`config.mk`:
```
export PLATFORM = sky130hd
export DESIGN_NAME = battery_fuel_gauge_hysteresis_top_flat
export DESIGN_NICKNAME = d
export VERILOG_FILES = /design/src/sv/bfg_pkg.sv /design/src/sv/bfg_req_if.sv /design/src/sv/bfg_rsp_if.sv /design/src/sv/bfg_csr_if.sv /design/src/sv/bfg_csr.sv /design/src/sv/bfg_dpath.sv /design/src/sv/bfg_ctrl.sv /design/src/sv/battery_fuel_gauge_hysteresis_top.sv /design/src/flat_wrapper.sv
export SDC_FILE = /design/constraint.sdc
export NUM_CORES = 1
export LEC_CHECK = 0
export BUFFER_PORTS_ARGS = -buffer_cell sky130_fd_sc_hd__buf_2
export CAP_MARGIN = 40
export CORE_ASPECT_RATIO = 1.4
export CORE_MARGIN = 2
export CORE_UTILIZATION = 50
export DETAILED_ROUTE_END_ITERATION = 10
export PLACE_DENSITY = 0.68
export SLEW_MARGIN = 10
export SYNTH_ARGS = -nofsm -noshare
export SYNTH_HDL_FRONTEND = slang
export SYNTH_SLANG_ARGS = --single-unit
```
`constraint.sdc`:
```
create_clock -name clock -period 19 [get_ports clock]
set_input_delay 3.8 -clock clock [delete_from_list [all_inputs] [get_ports clock]]
set_output_delay 3.8 -clock clock [all_outputs]
set_load 0.05 [all_outputs]
```
`src/sv/bfg_pkg.sv`:
```
// ----------------------------------------------------------------------------
// bfg_pkg
// Shared widths, register indexes, charge tables and control structures of
// the battery fuel gauge.
// ----------------------------------------------------------------------------
package bfg_pkg;

   localparam int ADC_BITS    = 12;
   localparam int CFG_W       = 8;
   localparam int KEY_W       = 16;
   localparam int IV_W        = 8;
   localparam int BATT_W      = 16;
   localparam int CAP_W       = 7;
   localparam int CNT_W       = 8;
   localparam int PROD_W      = ADC_BITS + CFG_W;
   localparam int STEP_W      = $clog2(PROD_W);
   localparam int CSR_ADDR_W  = 4;
   localparam int CSR_DATA_W  = 16;

   localparam int TABLE_STEPS = 10;
   localparam int TBL_SLOTS   = 16;
   localparam int LEVEL_FULL  = 100;
   localparam int LEVEL_STEP  = 10;
   localparam int LEVEL_COUNT = 10;

   localparam logic [CSR_ADDR_W-1:0] REG_INPUT_SCALE       = 4'd0;
   localparam logic [CSR_ADDR_W-1:0] REG_INPUT_OFFSET      = 4'd1;
   localparam logic [CSR_ADDR_W-1:0] REG_BATT_SCALE        = 4'd2;
   localparam logic [CSR_ADDR_W-1:0] REG_CONNECT_THRESHOLD = 4'd3;
   localparam logic [CSR_ADDR_W-1:0] REG_SWITCH_DELAY      = 4'd4;
   localparam logic [CSR_ADDR_W-1:0] REG_CONFIRM_COUNT     = 4'd5;
   localparam logic [CSR_ADDR_W-1:0] REG_TICKS_PER_UPDATE  = 4'd6;
   localparam logic [CSR_ADDR_W-1:0] REG_KEY_MIN_VOLTAGE   = 4'd7;

   localparam logic [CFG_W-1:0] RST_INPUT_SCALE       = 8'd72;
   localparam logic [CFG_W-1:0] RST_INPUT_OFFSET      = 8'd8;
   localparam logic [CFG_W-1:0] RST_BATT_SCALE        = 8'd122;
   localparam logic [CFG_W-1:0] RST_CONNECT_THRESHOLD = 8'd90;
   localparam logic [CFG_W-1:0] RST_SWITCH_DELAY      = 8'd30;
   localparam logic [CFG_W-1:0] RST_CONFIRM_COUNT     = 8'd5;
   localparam logic [CFG_W-1:0] RST_TICKS_PER_UPDATE  = 8'd100;
   localparam logic [KEY_W-1:0] RST_KEY_MIN_VOLTAGE   = 16'd300;

   localparam logic [BATT_W-1:0] CHARGE_TBL [TBL_SLOTS] = '{
      16'd420, 16'd415, 16'd410, 16'd400, 16'd395, 16'd385, 16'd375, 16'd365,
      16'd355, 16'd345, 16'd0, 16'd0, 16'd0, 16'd0, 16'd0, 16'd0
   };
   localparam logic [BATT_W-1:0] DISCHARGE_TBL [TBL_SLOTS] = '{
      16'd400, 16'd390, 16'd380, 16'd370, 16'd360, 16'd350, 16'd340, 16'd330,
      16'd320, 16'd310, 16'd0, 16'd0, 16'd0, 16'd0, 16'd0, 16'd0
   };

   typedef struct packed {
      logic [CFG_W-1:0] input_scale;
      logic [CFG_W-1:0] input_offset;
      logic [CFG_W-1:0] batt_scale;
      logic [CFG_W-1:0] connect_threshold;
      logic [CFG_W-1:0] switch_delay_seconds;
      logic [CFG_W-1:0] confirm_count;
      logic [CFG_W-1:0] ticks_per_update;
      logic [KEY_W-1:0] key_min_voltage;
   } cfg_type;

   typedef struct packed {
      logic load;
      logic key_press;
      logic mul_load;
      logic mul_batt;
      logic div_step;
      logic fin_in;
      logic fin_bat;
      logic cap_upd;
      logic rsp_load;
   } cmd_type;

   typedef struct packed {
      logic div_last;
      logic update_due;
   } stat_type;

   // first entry the voltage exceeds sets the level; none gives empty
   function automatic logic [CAP_W-1:0] table_level(input logic [BATT_W-1:0] v,
                                                    input logic charge);
      logic [CAP_W-1:0] lvl;
      logic [BATT_W-1:0] entry;
      lvl = '0;
      for (int i = TABLE_STEPS - 1; i >= 0; i--) begin
         entry = charge ? CHARGE_TBL[i] : DISCHARGE_TBL[i];
         if (v > entry) begin
            lvl = (i < LEVEL_COUNT) ? CAP_W'(LEVEL_FULL - LEVEL_STEP * i) : '0;
         end
      end
      return lvl;
   endfunction

endpackage

```
`src/sv/bfg_req_if.sv`:
```
// ----------------------------------------------------------------------------
// bfg_req_if
// Request channel: tick samples or key press.
// ----------------------------------------------------------------------------
interface bfg_req_if import bfg_pkg::*; ();
   logic                valid;
   logic                ready;
   logic                req_type;
   logic [ADC_BITS-1:0] adc_input;
   logic [ADC_BITS-1:0] adc_ref;
   logic [ADC_BITS-1:0] adc_batt;

   modport source (output valid, req_type, adc_input, adc_ref, adc_batt, input ready);
   modport sink   (input valid, req_type, adc_input, adc_ref, adc_batt, output ready);
endinterface

```
`src/sv/bfg_rsp_if.sv`:
```
// ----------------------------------------------------------------------------
// bfg_rsp_if
// Response channel: gauge state after each request.
// ----------------------------------------------------------------------------
interface bfg_rsp_if import bfg_pkg::*; ();
   logic              valid;
   logic              ready;
   logic [CAP_W-1:0]  capacity_percent;
   logic [IV_W-1:0]   input_voltage;
   logic [BATT_W-1:0] battery_voltage;
   logic              power_connected;
   logic              key_drive;

   modport source (output valid, capacity_percent, input_voltage, battery_voltage,
                   power_connected, key_drive, input ready);
   modport sink   (input valid, capacity_percent, input_voltage, battery_voltage,
                   power_connected, key_drive, output ready);
endinterface

```
`src/sv/bfg_csr_if.sv`:
```
// ----------------------------------------------------------------------------
// bfg_csr_if
// Register write channel.
// ----------------------------------------------------------------------------
interface bfg_csr_if import bfg_pkg::*; ();
   logic                  valid;
   logic                  ready;
   logic [CSR_ADDR_W-1:0] addr;
   logic [CSR_DATA_W-1:0] wdata;

   modport source (output valid, addr, wdata, input ready);
   modport sink   (input valid, addr, wdata, output ready);
endinterface

```
`src/sv/bfg_csr.sv`:
```
// ----------------------------------------------------------------------------
// bfg_csr
// Configuration registers with their reset values.
// ----------------------------------------------------------------------------
module bfg_csr import bfg_pkg::*; (
   input  logic                  clock,
   input  logic                  reset,
   input  logic                  wr_valid,
   output logic                  wr_ready,
   input  logic [CSR_ADDR_W-1:0] wr_addr,
   input  logic [CSR_DATA_W-1:0] wr_data,
   output cfg_type               cfg
);

   cfg_type cfg_ff, cfg_in;

   assign wr_ready = 1'b1;
   assign cfg      = cfg_ff;

   always_comb begin
      cfg_in = cfg_ff;
      if (wr_valid) begin
         unique case (wr_addr)
            REG_INPUT_SCALE:       cfg_in.input_scale          = wr_data[CFG_W-1:0];
            REG_INPUT_OFFSET:      cfg_in.input_offset         = wr_data[CFG_W-1:0];
            REG_BATT_SCALE:        cfg_in.batt_scale           = wr_data[CFG_W-1:0];
            REG_CONNECT_THRESHOLD: cfg_in.connect_threshold    = wr_data[CFG_W-1:0];
            REG_SWITCH_DELAY:      cfg_in.switch_delay_seconds = wr_data[CFG_W-1:0];
            REG_CONFIRM_COUNT:     cfg_in.confirm_count        = wr_data[CFG_W-1:0];
            REG_TICKS_PER_UPDATE:  cfg_in.ticks_per_update     = wr_data[CFG_W-1:0];
            REG_KEY_MIN_VOLTAGE:   cfg_in.key_min_voltage      = wr_data[KEY_W-1:0];
            default:               cfg_in = cfg_ff;
         endcase
      end
   end

   always_ff @(posedge clock) begin
      if (reset) begin
         cfg_ff.input_scale          <= RST_INPUT_SCALE;
         cfg_ff.input_offset         <= RST_INPUT_OFFSET;
         cfg_ff.batt_scale           <= RST_BATT_SCALE;
         cfg_ff.connect_threshold    <= RST_CONNECT_THRESHOLD;
         cfg_ff.switch_delay_seconds <= RST_SWITCH_DELAY;
         cfg_ff.confirm_count        <= RST_CONFIRM_COUNT;
         cfg_ff.ticks_per_update     <= RST_TICKS_PER_UPDATE;
         cfg_ff.key_min_voltage      <= RST_KEY_MIN_VOLTAGE;
      end else begin
         cfg_ff <= cfg_in;
      end
   end

endmodule

```
`src/sv/bfg_dpath.sv`:
```
// ----------------------------------------------------------------------------
// bfg_dpath
// Gauge datapath: sample latch, multiplier, shared restoring divider,
// gauge state and response register.
// ----------------------------------------------------------------------------
module bfg_dpath import bfg_pkg::*; (
   input  logic                clock,
   input  logic                reset,
   input  cfg_type             cfg,
   input  cmd_type             cmd,
   output stat_type            stat,
   input  logic [ADC_BITS-1:0] adc_input,
   input  logic [ADC_BITS-1:0] adc_ref,
   input  logic [ADC_BITS-1:0] adc_batt,
   output logic [CAP_W-1:0]    capacity_percent,
   output logic [IV_W-1:0]     input_voltage,
   output logic [BATT_W-1:0]   battery_voltage,
   output logic                power_connected,
   output logic                key_drive
);

   logic [ADC_BITS-1:0] ain_ff, aref_ff, abat_ff;
   logic [ADC_BITS-1:0] rem_ff, rem_in;
   logic [PROD_W-1:0]   quo_ff, quo_in;
   logic [STEP_W-1:0]   step_ff, step_in;

   logic [BATT_W-1:0] batt_ff, batt_in;
   logic [CAP_W-1:0]  cap_ff, cap_in;
   logic [IV_W-1:0]   iv_ff, iv_in;
   logic [CNT_W-1:0]  tick_ff, tick_in;
   logic [CNT_W-1:0]  delay_ff, delay_in;
   logic [CNT_W-1:0]  confirm_ff, confirm_in;
   logic              conn_prev_ff, conn_prev_in;
   logic              key_seen_ff, key_seen_in;
   logic              key_level_ff, key_level_in;

   logic [CAP_W-1:0]  out_cap_ff;
   logic [IV_W-1:0]   out_iv_ff;
   logic [BATT_W-1:0] out_batt_ff;
   logic              out_conn_ff, out_key_ff;

   logic [ADC_BITS:0]   rem_shift;
   logic                rem_ge;
   logic                ref_zero;
   logic [IV_W-1:0]     q_in_sat;
   logic [IV_W-1:0]     iv_new;
   logic                conn_new;
   logic [CNT_W-1:0]    tick_inc;
   logic [CNT_W-1:0]    confirm_inc;
   logic [CNT_W-1:0]    limit;
   logic                conn_now;
   logic [CAP_W-1:0]    lvl;
   logic [CFG_W-1:0]    mul_scale;
   logic [ADC_BITS-1:0] mul_arg;

   assign rem_shift   = {rem_ff, quo_ff[PROD_W-1]};
   assign rem_ge      = rem_shift >= {1'b0, aref_ff};
   assign ref_zero    = (aref_ff == '0);
   assign q_in_sat    = ref_zero ? '1 : quo_ff[IV_W-1:0];
   assign iv_new      = q_in_sat + cfg.input_offset;
   assign conn_new    = iv_new > cfg.connect_threshold;
   assign tick_inc    = tick_ff + CNT_W'(1);
   assign confirm_inc = confirm_ff + CNT_W'(1);
   assign conn_now    = iv_ff > cfg.connect_threshold;
   assign lvl         = table_level(batt_ff, conn_now);
   assign mul_scale   = cmd.mul_batt ? cfg.batt_scale : cfg.input_scale;
   assign mul_arg     = cmd.mul_batt ? abat_ff : ain_ff;

   assign stat.div_last   = (step_ff == STEP_W'(PROD_W - 1));
   assign stat.update_due = tick_inc > cfg.ticks_per_update;

   always_comb begin
      rem_in       = rem_ff;
      quo_in       = quo_ff;
      step_in      = step_ff;
      batt_in      = batt_ff;
      cap_in       = cap_ff;
      iv_in        = iv_ff;
      tick_in      = tick_ff;
      delay_in     = delay_ff;
      confirm_in   = confirm_ff;
      conn_prev_in = conn_prev_ff;
      key_seen_in  = key_seen_ff;
      key_level_in = key_level_ff;
      limit        = cfg.confirm_count;

      if (cmd.mul_load) begin
         quo_in  = PROD_W'(mul_arg) * PROD_W'(mul_scale);
         rem_in  = '0;
         step_in = '0;
      end
      if (cmd.div_step) begin
         quo_in  = {quo_ff[PROD_W-2:0], rem_ge};
         rem_in  = rem_ge ? ADC_BITS'(rem_shift - {1'b0, aref_ff}) : rem_shift[ADC_BITS-1:0];
         step_in = step_ff + STEP_W'(1);
      end

      if (cmd.key_press && (batt_ff >= cfg.key_min_voltage)) begin
         key_level_in = 1'b1;
         key_seen_in  = 1'b0;
      end

      if (cmd.fin_in) begin
         if (key_level_ff) begin
            if (!key_seen_ff) key_seen_in = 1'b1;
            else              key_level_in = 1'b0;
         end
         iv_in = iv_new;
         if (conn_new != conn_prev_ff) begin
            conn_prev_in = conn_new;
            delay_in     = cfg.switch_delay_seconds;
         end
         tick_in = stat.update_due ? '0 : tick_inc;
      end

      if (cmd.fin_bat) begin
         batt_in = ref_zero ? '1 : quo_ff[BATT_W-1:0];
      end

      // hold the level until enough agreeing updates move it one way
      if (cmd.cap_upd) begin
         if (delay_ff != '0) begin
            delay_in = delay_ff - CNT_W'(1);
         end else if (conn_now) begin
            if (lvl > cap_ff) begin
               confirm_in = confirm_inc;
               if (confirm_inc > cfg.confirm_count) begin
                  confirm_in = '0;
                  cap_in     = lvl;
               end
            end else begin
               confirm_in = '0;
            end
         end else begin
            if (lvl < cap_ff) begin
               limit      = (lvl == '0) ? '0 : cfg.confirm_count;
               confirm_in = confirm_inc;
               if (confirm_inc > limit) begin
                  confirm_in = '0;
                  cap_in     = lvl;
               end
            end else begin
               confirm_in = '0;
            end
         end
      end
   end

   always_ff @(posedge clock) begin
      if (reset) begin
         batt_ff      <= '0;
         cap_ff       <= '0;
         iv_ff        <= '0;
         tick_ff      <= '0;
         delay_ff     <= '0;
         confirm_ff   <= '0;
         conn_prev_ff <= 1'b0;
         key_seen_ff  <= 1'b0;
         key_level_ff <= 1'b0;
      end else begin
         batt_ff      <= batt_in;
         cap_ff       <= cap_in;
         iv_ff        <= iv_in;
         tick_ff      <= tick_in;
         delay_ff     <= delay_in;
         confirm_ff   <= confirm_in;
         conn_prev_ff <= conn_prev_in;
         key_seen_ff  <= key_seen_in;
         key_level_ff <= key_level_in;
      end
   end

   always_ff @(posedge clock) begin
      rem_ff  <= rem_in;
      quo_ff  <= quo_in;
      step_ff <= step_in;
      if (cmd.load) begin
         ain_ff  <= adc_input;
         aref_ff <= adc_ref;
         abat_ff <= adc_batt;
      end
      if (cmd.rsp_load) begin
         out_cap_ff  <= cap_ff;
         out_iv_ff   <= iv_ff;
         out_batt_ff <= batt_ff;
         out_conn_ff <= conn_now;
         out_key_ff  <= key_level_ff;
      end
   end

   assign capacity_percent = out_cap_ff;
   assign input_voltage    = out_iv_ff;
   assign battery_voltage  = out_batt_ff;
   assign power_connected  = out_conn_ff;
   assign key_drive        = out_key_ff;

endmodule

```
`src/sv/bfg_ctrl.sv`:
```
// ----------------------------------------------------------------------------
// bfg_ctrl
// Sequencer: steps the datapath through one request and owns both
// handshakes.
// ----------------------------------------------------------------------------
module bfg_ctrl import bfg_pkg::*; (
   input  logic     clock,
   input  logic     reset,
   input  logic     req_valid,
   output logic     req_ready,
   input  logic     req_kind,
   output logic     rsp_valid,
   input  logic     rsp_ready,
   input  stat_type stat,
   output cmd_type  cmd
);

   typedef enum logic [3:0] {
      S_IDLE, S_KEY, S_MUL_IN, S_DIV_IN, S_FIN_IN,
      S_MUL_BAT, S_DIV_BAT, S_FIN_BAT, S_CAP, S_DONE
   } state_type;

   state_type state_ff, state_in;
   logic      rsp_valid_ff;
   logic      out_free;

   assign req_ready = (state_ff == S_IDLE);
   assign rsp_valid = rsp_valid_ff;
   assign out_free  = !rsp_valid_ff || rsp_ready;

   always_comb begin
      cmd      = '0;
      state_in = state_ff;
      unique case (state_ff)
         S_IDLE: begin
            if (req_valid) begin
               cmd.load = 1'b1;
               state_in = req_kind ? S_KEY : S_MUL_IN;
            end
         end
         S_KEY: begin
            cmd.key_press = 1'b1;
            state_in      = S_DONE;
         end
         S_MUL_IN: begin
            cmd.mul_load = 1'b1;
            state_in     = S_DIV_IN;
         end
         S_DIV_IN: begin
            cmd.div_step = 1'b1;
            if (stat.div_last) state_in = S_FIN_IN;
         end
         S_FIN_IN: begin
            cmd.fin_in = 1'b1;
            state_in   = stat.update_due ? S_MUL_BAT : S_DONE;
         end
         S_MUL_BAT: begin
            cmd.mul_load = 1'b1;
            cmd.mul_batt = 1'b1;
            state_in     = S_DIV_BAT;
         end
         S_DIV_BAT: begin
            cmd.div_step = 1'b1;
            if (stat.div_last) state_in = S_FIN_BAT;
         end
         S_FIN_BAT: begin
            cmd.fin_bat = 1'b1;
            state_in    = S_CAP;
         end
         S_CAP: begin
            cmd.cap_upd = 1'b1;
            state_in    = S_DONE;
         end
         S_DONE: begin
            if (out_free) begin
               cmd.rsp_load = 1'b1;
               state_in     = S_IDLE;
            end
         end
         default: state_in = S_IDLE;
      endcase
   end

   always_ff @(posedge clock) begin
      if (reset) begin
         state_ff     <= S_IDLE;
         rsp_valid_ff <= 1'b0;
      end else begin
         state_ff <= state_in;
         if (cmd.rsp_load)     rsp_valid_ff <= 1'b1;
         else if (rsp_ready)   rsp_valid_ff <= 1'b0;
      end
   end

`ifndef ASSERT_OFF
   a_no_overwrite: assert property (@(posedge clock) disable iff (reset)
      cmd.rsp_load |-> !(rsp_valid_ff && !rsp_ready))
      else $error("response overwritten before delivery");

   a_one_in_flight: assert property (@(posedge clock) disable iff (reset)
      (req_valid && req_ready) |=> !req_ready)
      else $error("second request taken while busy");

   a_rsp_from_load: assert property (@(posedge clock) disable iff (reset)
      $rose(rsp_valid_ff) |-> $past(cmd.rsp_load))
      else $error("response raised without a load");

   a_single_cmd: assert property (@(posedge clock) disable iff (reset)
      $onehot0({cmd.key_press, cmd.mul_load, cmd.div_step, cmd.fin_in,
                cmd.fin_bat, cmd.cap_upd, cmd.rsp_load}))
      else $error("conflicting datapath commands");
`endif

endmodule

```
`src/sv/battery_fuel_gauge_hysteresis_top.sv`:
```
// ----------------------------------------------------------------------------
// battery_fuel_gauge_hysteresis_top
// Voltage-based battery capacity gauge with charge/discharge hysteresis.
// ----------------------------------------------------------------------------
// Key press request: states KEY and DONE lie between acceptance and response.
// Tick: MUL_IN, DIV_IN, FIN_IN, then on a capacity update MUL_BAT, DIV_BAT,
// FIN_BAT and CAP, then DONE; both voltage scalings share the 20-step restoring divider.
// One request in flight; the next is taken while the response waits.
// Synchronous active-high reset clears gauge state and loads register defaults.
// ----------------------------------------------------------------------------
module battery_fuel_gauge_hysteresis_top import bfg_pkg::*; (
   input  logic       clock,
   input  logic       reset,
   bfg_req_if.sink    req_ch,
   bfg_rsp_if.source  rsp_ch,
   bfg_csr_if.sink    csr_ch
);

   cfg_type  cfg;
   cmd_type  cmd;
   stat_type stat;

   bfg_csr u_csr (
      .clock    (clock),
      .reset    (reset),
      .wr_valid (csr_ch.valid),
      .wr_ready (csr_ch.ready),
      .wr_addr  (csr_ch.addr),
      .wr_data  (csr_ch.wdata),
      .cfg      (cfg)
   );

   bfg_ctrl u_ctrl (
      .clock     (clock),
      .reset     (reset),
      .req_valid (req_ch.valid),
      .req_ready (req_ch.ready),
      .req_kind  (req_ch.req_type),
      .rsp_valid (rsp_ch.valid),
      .rsp_ready (rsp_ch.ready),
      .stat      (stat),
      .cmd       (cmd)
   );

   bfg_dpath u_dpath (
      .clock            (clock),
      .reset            (reset),
      .cfg              (cfg),
      .cmd              (cmd),
      .stat             (stat),
      .adc_input        (req_ch.adc_input),
      .adc_ref          (req_ch.adc_ref),
      .adc_batt         (req_ch.adc_batt),
      .capacity_percent (rsp_ch.capacity_percent),
      .input_voltage    (rsp_ch.input_voltage),
      .battery_voltage  (rsp_ch.battery_voltage),
      .power_connected  (rsp_ch.power_connected),
      .key_drive        (rsp_ch.key_drive)
   );

endmodule

```
`src/flat_wrapper.sv`:
```
// flat-port wrapper written by rule: the top's interface ports become plain ports
module battery_fuel_gauge_hysteresis_top_flat import bfg_pkg::*;
  (clock, reset, req_ch_valid, req_ch_req_type, req_ch_adc_input, req_ch_adc_ref, req_ch_adc_batt, req_ch_ready, rsp_ch_valid, rsp_ch_capacity_percent, rsp_ch_input_voltage, rsp_ch_battery_voltage, rsp_ch_power_connected, rsp_ch_key_drive, rsp_ch_ready, csr_ch_valid, csr_ch_addr, csr_ch_wdata, csr_ch_ready);
  bfg_req_if req_ch_i ();
  bfg_rsp_if rsp_ch_i ();
  bfg_csr_if csr_ch_i ();
  input  logic clock;
  input  logic reset;
  input wire logic [$bits(req_ch_i.valid)-1:0] req_ch_valid;
  input wire logic [$bits(req_ch_i.req_type)-1:0] req_ch_req_type;
  input wire logic [$bits(req_ch_i.adc_input)-1:0] req_ch_adc_input;
  input wire logic [$bits(req_ch_i.adc_ref)-1:0] req_ch_adc_ref;
  input wire logic [$bits(req_ch_i.adc_batt)-1:0] req_ch_adc_batt;
  output wire logic [$bits(req_ch_i.ready)-1:0] req_ch_ready;
  output wire logic [$bits(rsp_ch_i.valid)-1:0] rsp_ch_valid;
  output wire logic [$bits(rsp_ch_i.capacity_percent)-1:0] rsp_ch_capacity_percent;
  output wire logic [$bits(rsp_ch_i.input_voltage)-1:0] rsp_ch_input_voltage;
  output wire logic [$bits(rsp_ch_i.battery_voltage)-1:0] rsp_ch_battery_voltage;
  output wire logic [$bits(rsp_ch_i.power_connected)-1:0] rsp_ch_power_connected;
  output wire logic [$bits(rsp_ch_i.key_drive)-1:0] rsp_ch_key_drive;
  input wire logic [$bits(rsp_ch_i.ready)-1:0] rsp_ch_ready;
  input wire logic [$bits(csr_ch_i.valid)-1:0] csr_ch_valid;
  input wire logic [$bits(csr_ch_i.addr)-1:0] csr_ch_addr;
  input wire logic [$bits(csr_ch_i.wdata)-1:0] csr_ch_wdata;
  output wire logic [$bits(csr_ch_i.ready)-1:0] csr_ch_ready;
  assign req_ch_i.valid = req_ch_valid;
  assign req_ch_i.req_type = req_ch_req_type;
  assign req_ch_i.adc_input = req_ch_adc_input;
  assign req_ch_i.adc_ref = req_ch_adc_ref;
  assign req_ch_i.adc_batt = req_ch_adc_batt;
  assign req_ch_ready = req_ch_i.ready;
  assign rsp_ch_valid = rsp_ch_i.valid;
  assign rsp_ch_capacity_percent = rsp_ch_i.capacity_percent;
  assign rsp_ch_input_voltage = rsp_ch_i.input_voltage;
  assign rsp_ch_battery_voltage = rsp_ch_i.battery_voltage;
  assign rsp_ch_power_connected = rsp_ch_i.power_connected;
  assign rsp_ch_key_drive = rsp_ch_i.key_drive;
  assign rsp_ch_i.ready = rsp_ch_ready;
  assign csr_ch_i.valid = csr_ch_valid;
  assign csr_ch_i.addr = csr_ch_addr;
  assign csr_ch_i.wdata = csr_ch_wdata;
  assign csr_ch_ready = csr_ch_i.ready;
  battery_fuel_gauge_hysteresis_top u_core (.clock(clock), .reset(reset), .req_ch(req_ch_i), .rsp_ch(rsp_ch_i), .csr_ch(csr_ch_i));
endmodule
```
==> results.yml <==
clock_network:
  clock-sinks: 239
  cts.repair.resized: 0
  cts_tree: "built"
  insertion_delay_ns: 0.57
  clockRootBuffer: "clkbuf_16"
  h-tree-depth: 1
  clk_pin_slew_ns: 0.06
  cts_buffer_depth: 3
  hold_buffers: 0
  cts_setup_buffers: 0
  cts_made_buffers: 25
logic_synthesis:
  synth_top_family_by_area: "adder cells"
  netlist_area_um2: 15810
  synthTopCellsByCount: "217 x nor2_1, 164 x nand2_1, 159 x inv_1"
  ys.flop_type: "dfxtp_1"
  synth-xor-area-share: 0.02271
  async_flop_share: 0
  ys_top_cells_by_area: "edfxtp_1 20%, dfxtp_1 17%, ha_1 11%"
  ys_ff_latch: 239
  yosys.area.top_type_share: 0.1994
  syn-instance-count: 1688
  synth_warnings: 0
  synth_compound_area_frac: 0.1348
  synth_nets: 1955
  syn_area_per_cell_um2: 9.365
  synth_top_area_cell: "edfxtp_1"
  ys_seq_area_frac: 0.3691
  synth_adder_area_share: 0.1917
  synth_edf_count: 105
  yosysUniqueCellTypes: 88
  yosys-mux-area-fraction: 0.04836
  yosys.area_share.simple: 0.1784
  yosysMostFrequentCell: "nor2_1"
drt:
  drc: 0
  vias_per_cell: 5.630
  wl_mm: 37.26
  post_drt_wl_per_cell_um: 17.08
  dr.first_iter.drc_count: 684
  first_pass_iters: 5
  vias: 12278
  ant_nets: 0
timing:
  timing.final.ws_setup_ns: 12.51
  fin_skew_ns: 0.03294
  fin_setup_tns_ns: 0
  slew_headroom: 0.4089
  setup_viol: 0
  slew_violations: 0
  fin_crit_ns: 6.487
  tightest_slew_ns: 0.8866
  timing.fmax_mhz: 154.2
  rsz0062_at_grt: "false"
  hold_violations: 0
  finalCritPeriodShare: 0.3414
layout:
  final_nets: 2034
  syn2layout_area_growth_pct: 10.78
  multi_input_area_um2: 9144
  nFillCells: 2822
  stdcell_area_um2: 17510
  utilization: 0.5576
  drive_gt1_frac: 0.1142
  antenna_cells: 0
  regArea_um2: 5836
min_path:
  hold_class: "reg2reg"
  hp-start: "u_core.u_dpath.cap_ff[2]"
placed_design:
  port_buffers: 95
  pre_cts_ws_ns: 12.60
  hpwl_mm: 28.51
  gp_congestion: 0.9359
  place_area_um2: 16700
setup_path:
  crit_chain: "nand2b_1, nor2_4, buf_12, mux2i_1, nor2_1, fa_1, fa_1, inv_1, fa_1, fa_1, inv_1, ha_1, o21a_1, o31a_1, o41ai_2, o211ai_1, a31o_2, a21oi_1, xnor2_1, mux2_2"
  crit_type: "reg2reg"
  critPathArrivalTime_ns: 6.78
  cp_slowest_stage_delay_ns: 0.71
  setup.worst_path.start_class: "flip-flop"
  crit_path_end_kind: "flip-flop"
  critical_path_required_ns: 19.29
  path_buf_inv: 3
  crit_start: "u_core.u_ctrl.state_ff[0]"
  r2r-start: "u_core.u_ctrl.state_ff[0]"
  cp_top_family: "adder cells"
  worst_path_most_repeated_cell: "fa_1"
  cp_slowest_cell: "mux2i_1"
  path_max_fanout: 30
floorplan:
  die_y_um: 214.4
  dieArea_um2: 33080
  ios: 98
  start_util: 0.5033
  die_width_um: 154.3
  fp.coreArea_um2: 31410
  placement_rows: 77
global_routing:
  antenna_found_initial: 0
  grt.total_usage: 0.2284
  grt_overflow_total: 0
  grt_pass1_wl_mm: 61.57
  grt_pass1_vias: 12387
  grt_max_degree: 70
flow_run:
  maxCapViolCount: 0
power_and_ir_drop:
  pwr-share-clk: 0.281
  p_int_mw: 1.147
  power_switching_share: 0.3462
  totalPowerFinal_mw: 1.755
  p_per_area_nw_per_um2: 100.2
  p_leak_nw: 7.523
  p_comb_frac: 0.343
  seqPwrFrac: 0.376
  max-vdd-ir-drop_mv: 0.07892
  power.switching_mw: 0.6075
outcome:
  status: "completed"
[routing by layer]
| metal | vias up | track usage | wire length, um |
|---|---|---|---|
| li1 | 6037 | - | - |
| met1 | 5906 | 0.2629 | 15090 |
| met2 | 245 | 0.4242 | 19280 |
| met3 | 90 | 0.02304 | 1167 |
| met4 | 0 | 0.1037 | 1730 |
| met5 | - | 0 | 0 |
[cell families after synthesis]
| logic type | count (synthesis) |
|---|---|
| xor+xnor | 41 |
| simple gates | 598 |
| flops | 239 |
| mux | 74 |
| other cells | 2 |
| fa+ha+maj | 205 |
| compound gates | 311 |
| buf+inv | 218 |
[placed cells by master, fill, tap and decap left out, drive strengths merged, types with 7 or more instances in the layout]
cell / netlist / final
a211o: 23 / 23
a211oi: 21 / 21
a21o: 28 / 28
a21oi: 93 / 93
a31oi: 10 / 10
a32o: 7 / 7
and2: 18 / 18
and3: 11 / 11
buf: 16 / 110
clkbuf: 42 / 33
clkinv: 1 / 7
dfxtp: 134 / 134
edfxtp: 105 / 105
fa: 62 / 62
ha: 143 / 143
inv: 159 / 161
mux2: 19 / 19
mux2i: 55 / 55
nand2: 164 / 164
nand2b: 16 / 16
nand3: 35 / 35
nand3b: 11 / 11
nand4: 11 / 11
nor2: 218 / 218
nor2b: 20 / 20
nor3: 41 / 41
nor4: 11 / 11
o211ai: 14 / 14
o21a: 9 / 9
o21ai: 51 / 51
o21bai: 7 / 7
or2: 11 / 11
or3: 8 / 8
xnor2: 26 / 26
xor2: 15 / 15
[final timing paths]
| path | end | slack [ns] | depth (start not counted) |
|---|---|---|---|
| setup / recovery | u_core.u_dpath.quo_ff[17] | 12.51 | 20 |
| hold / removal | u_core.u_dpath.capacity_percent[2] | 0.43 | 0 |
| setup reg to reg | u_core.u_dpath.quo_ff[17] | 12.51 | 20 |
| hold reg to reg | u_core.u_dpath.capacity_percent[2] | 0.43 | 0 |
[final cells by class]
cell class,count,area share
inverter,160,0.03429
clock buffer,33,0.03744
clock inverter,13,0.009145
sequential,239,0.3332
tap,395,0.02822
multi-input combinational,1231,0.5221
timing repair buffer,110,0.03558
[worst register-to-register path, cell delays in order (launching register included)]
cell and delay [ns]:
dfxtp_1 0.60, nand2b_1 0.22, nor2_4 0.25, buf_12 0.24, mux2i_1 0.71, nor2_1 0.16, fa_1 0.46, fa_1 0.54
inv_1 0.05, fa_1 0.46, fa_1 0.54, inv_1 0.04, ha_1 0.32, o21a_1 0.18, o31a_1 0.14, o41ai_2 0.31
o211ai_1 0.21, a31o_2 0.27, a21oi_1 0.16, xnor2_1 0.08, mux2_2 0.26
[sequential cells by signal (all words and copies together), names as in the netlist, 8 cells and up]
signal / cells
u_core.u_csr.cfg: 72
u_core.u_dpath.quo_ff: 20
u_core.u_dpath.batt_ff: 16
u_core.u_dpath.battery_voltage: 16
u_core.u_dpath.abat_ff: 12
u_core.u_dpath.ain_ff: 12
u_core.u_dpath.aref_ff: 12
u_core.u_dpath.rem_ff: 12
u_core.u_dpath.confirm_ff: 8
u_core.u_dpath.delay_ff: 8
u_core.u_dpath.input_voltage: 8
u_core.u_dpath.iv_ff: 8
u_core.u_dpath.tick_ff: 8
[power groups by stage]
stage               registers, mW  clock network [mW]  logic [mW]
detailed placement          0.669                   0       0.604
floorplan                   0.669                   0       0.461
global placement            0.667                   0       0.590
finish                      0.659               0.493       0.603
CTS                         0.659               0.504       0.609
global route                0.666               0.524       0.686
[through the flow]
stage,hold WS (ns),cells
5_1_grt,0.4420,2181
4_1_cts,0.4355,2181
6_report,0.4309,2181
3_5_place_dp,0.4205,2135
2_1_floorplan,0.4082,1688
3_3_place_gp,0.4149,2131
(Power assumes the default switching activity.)
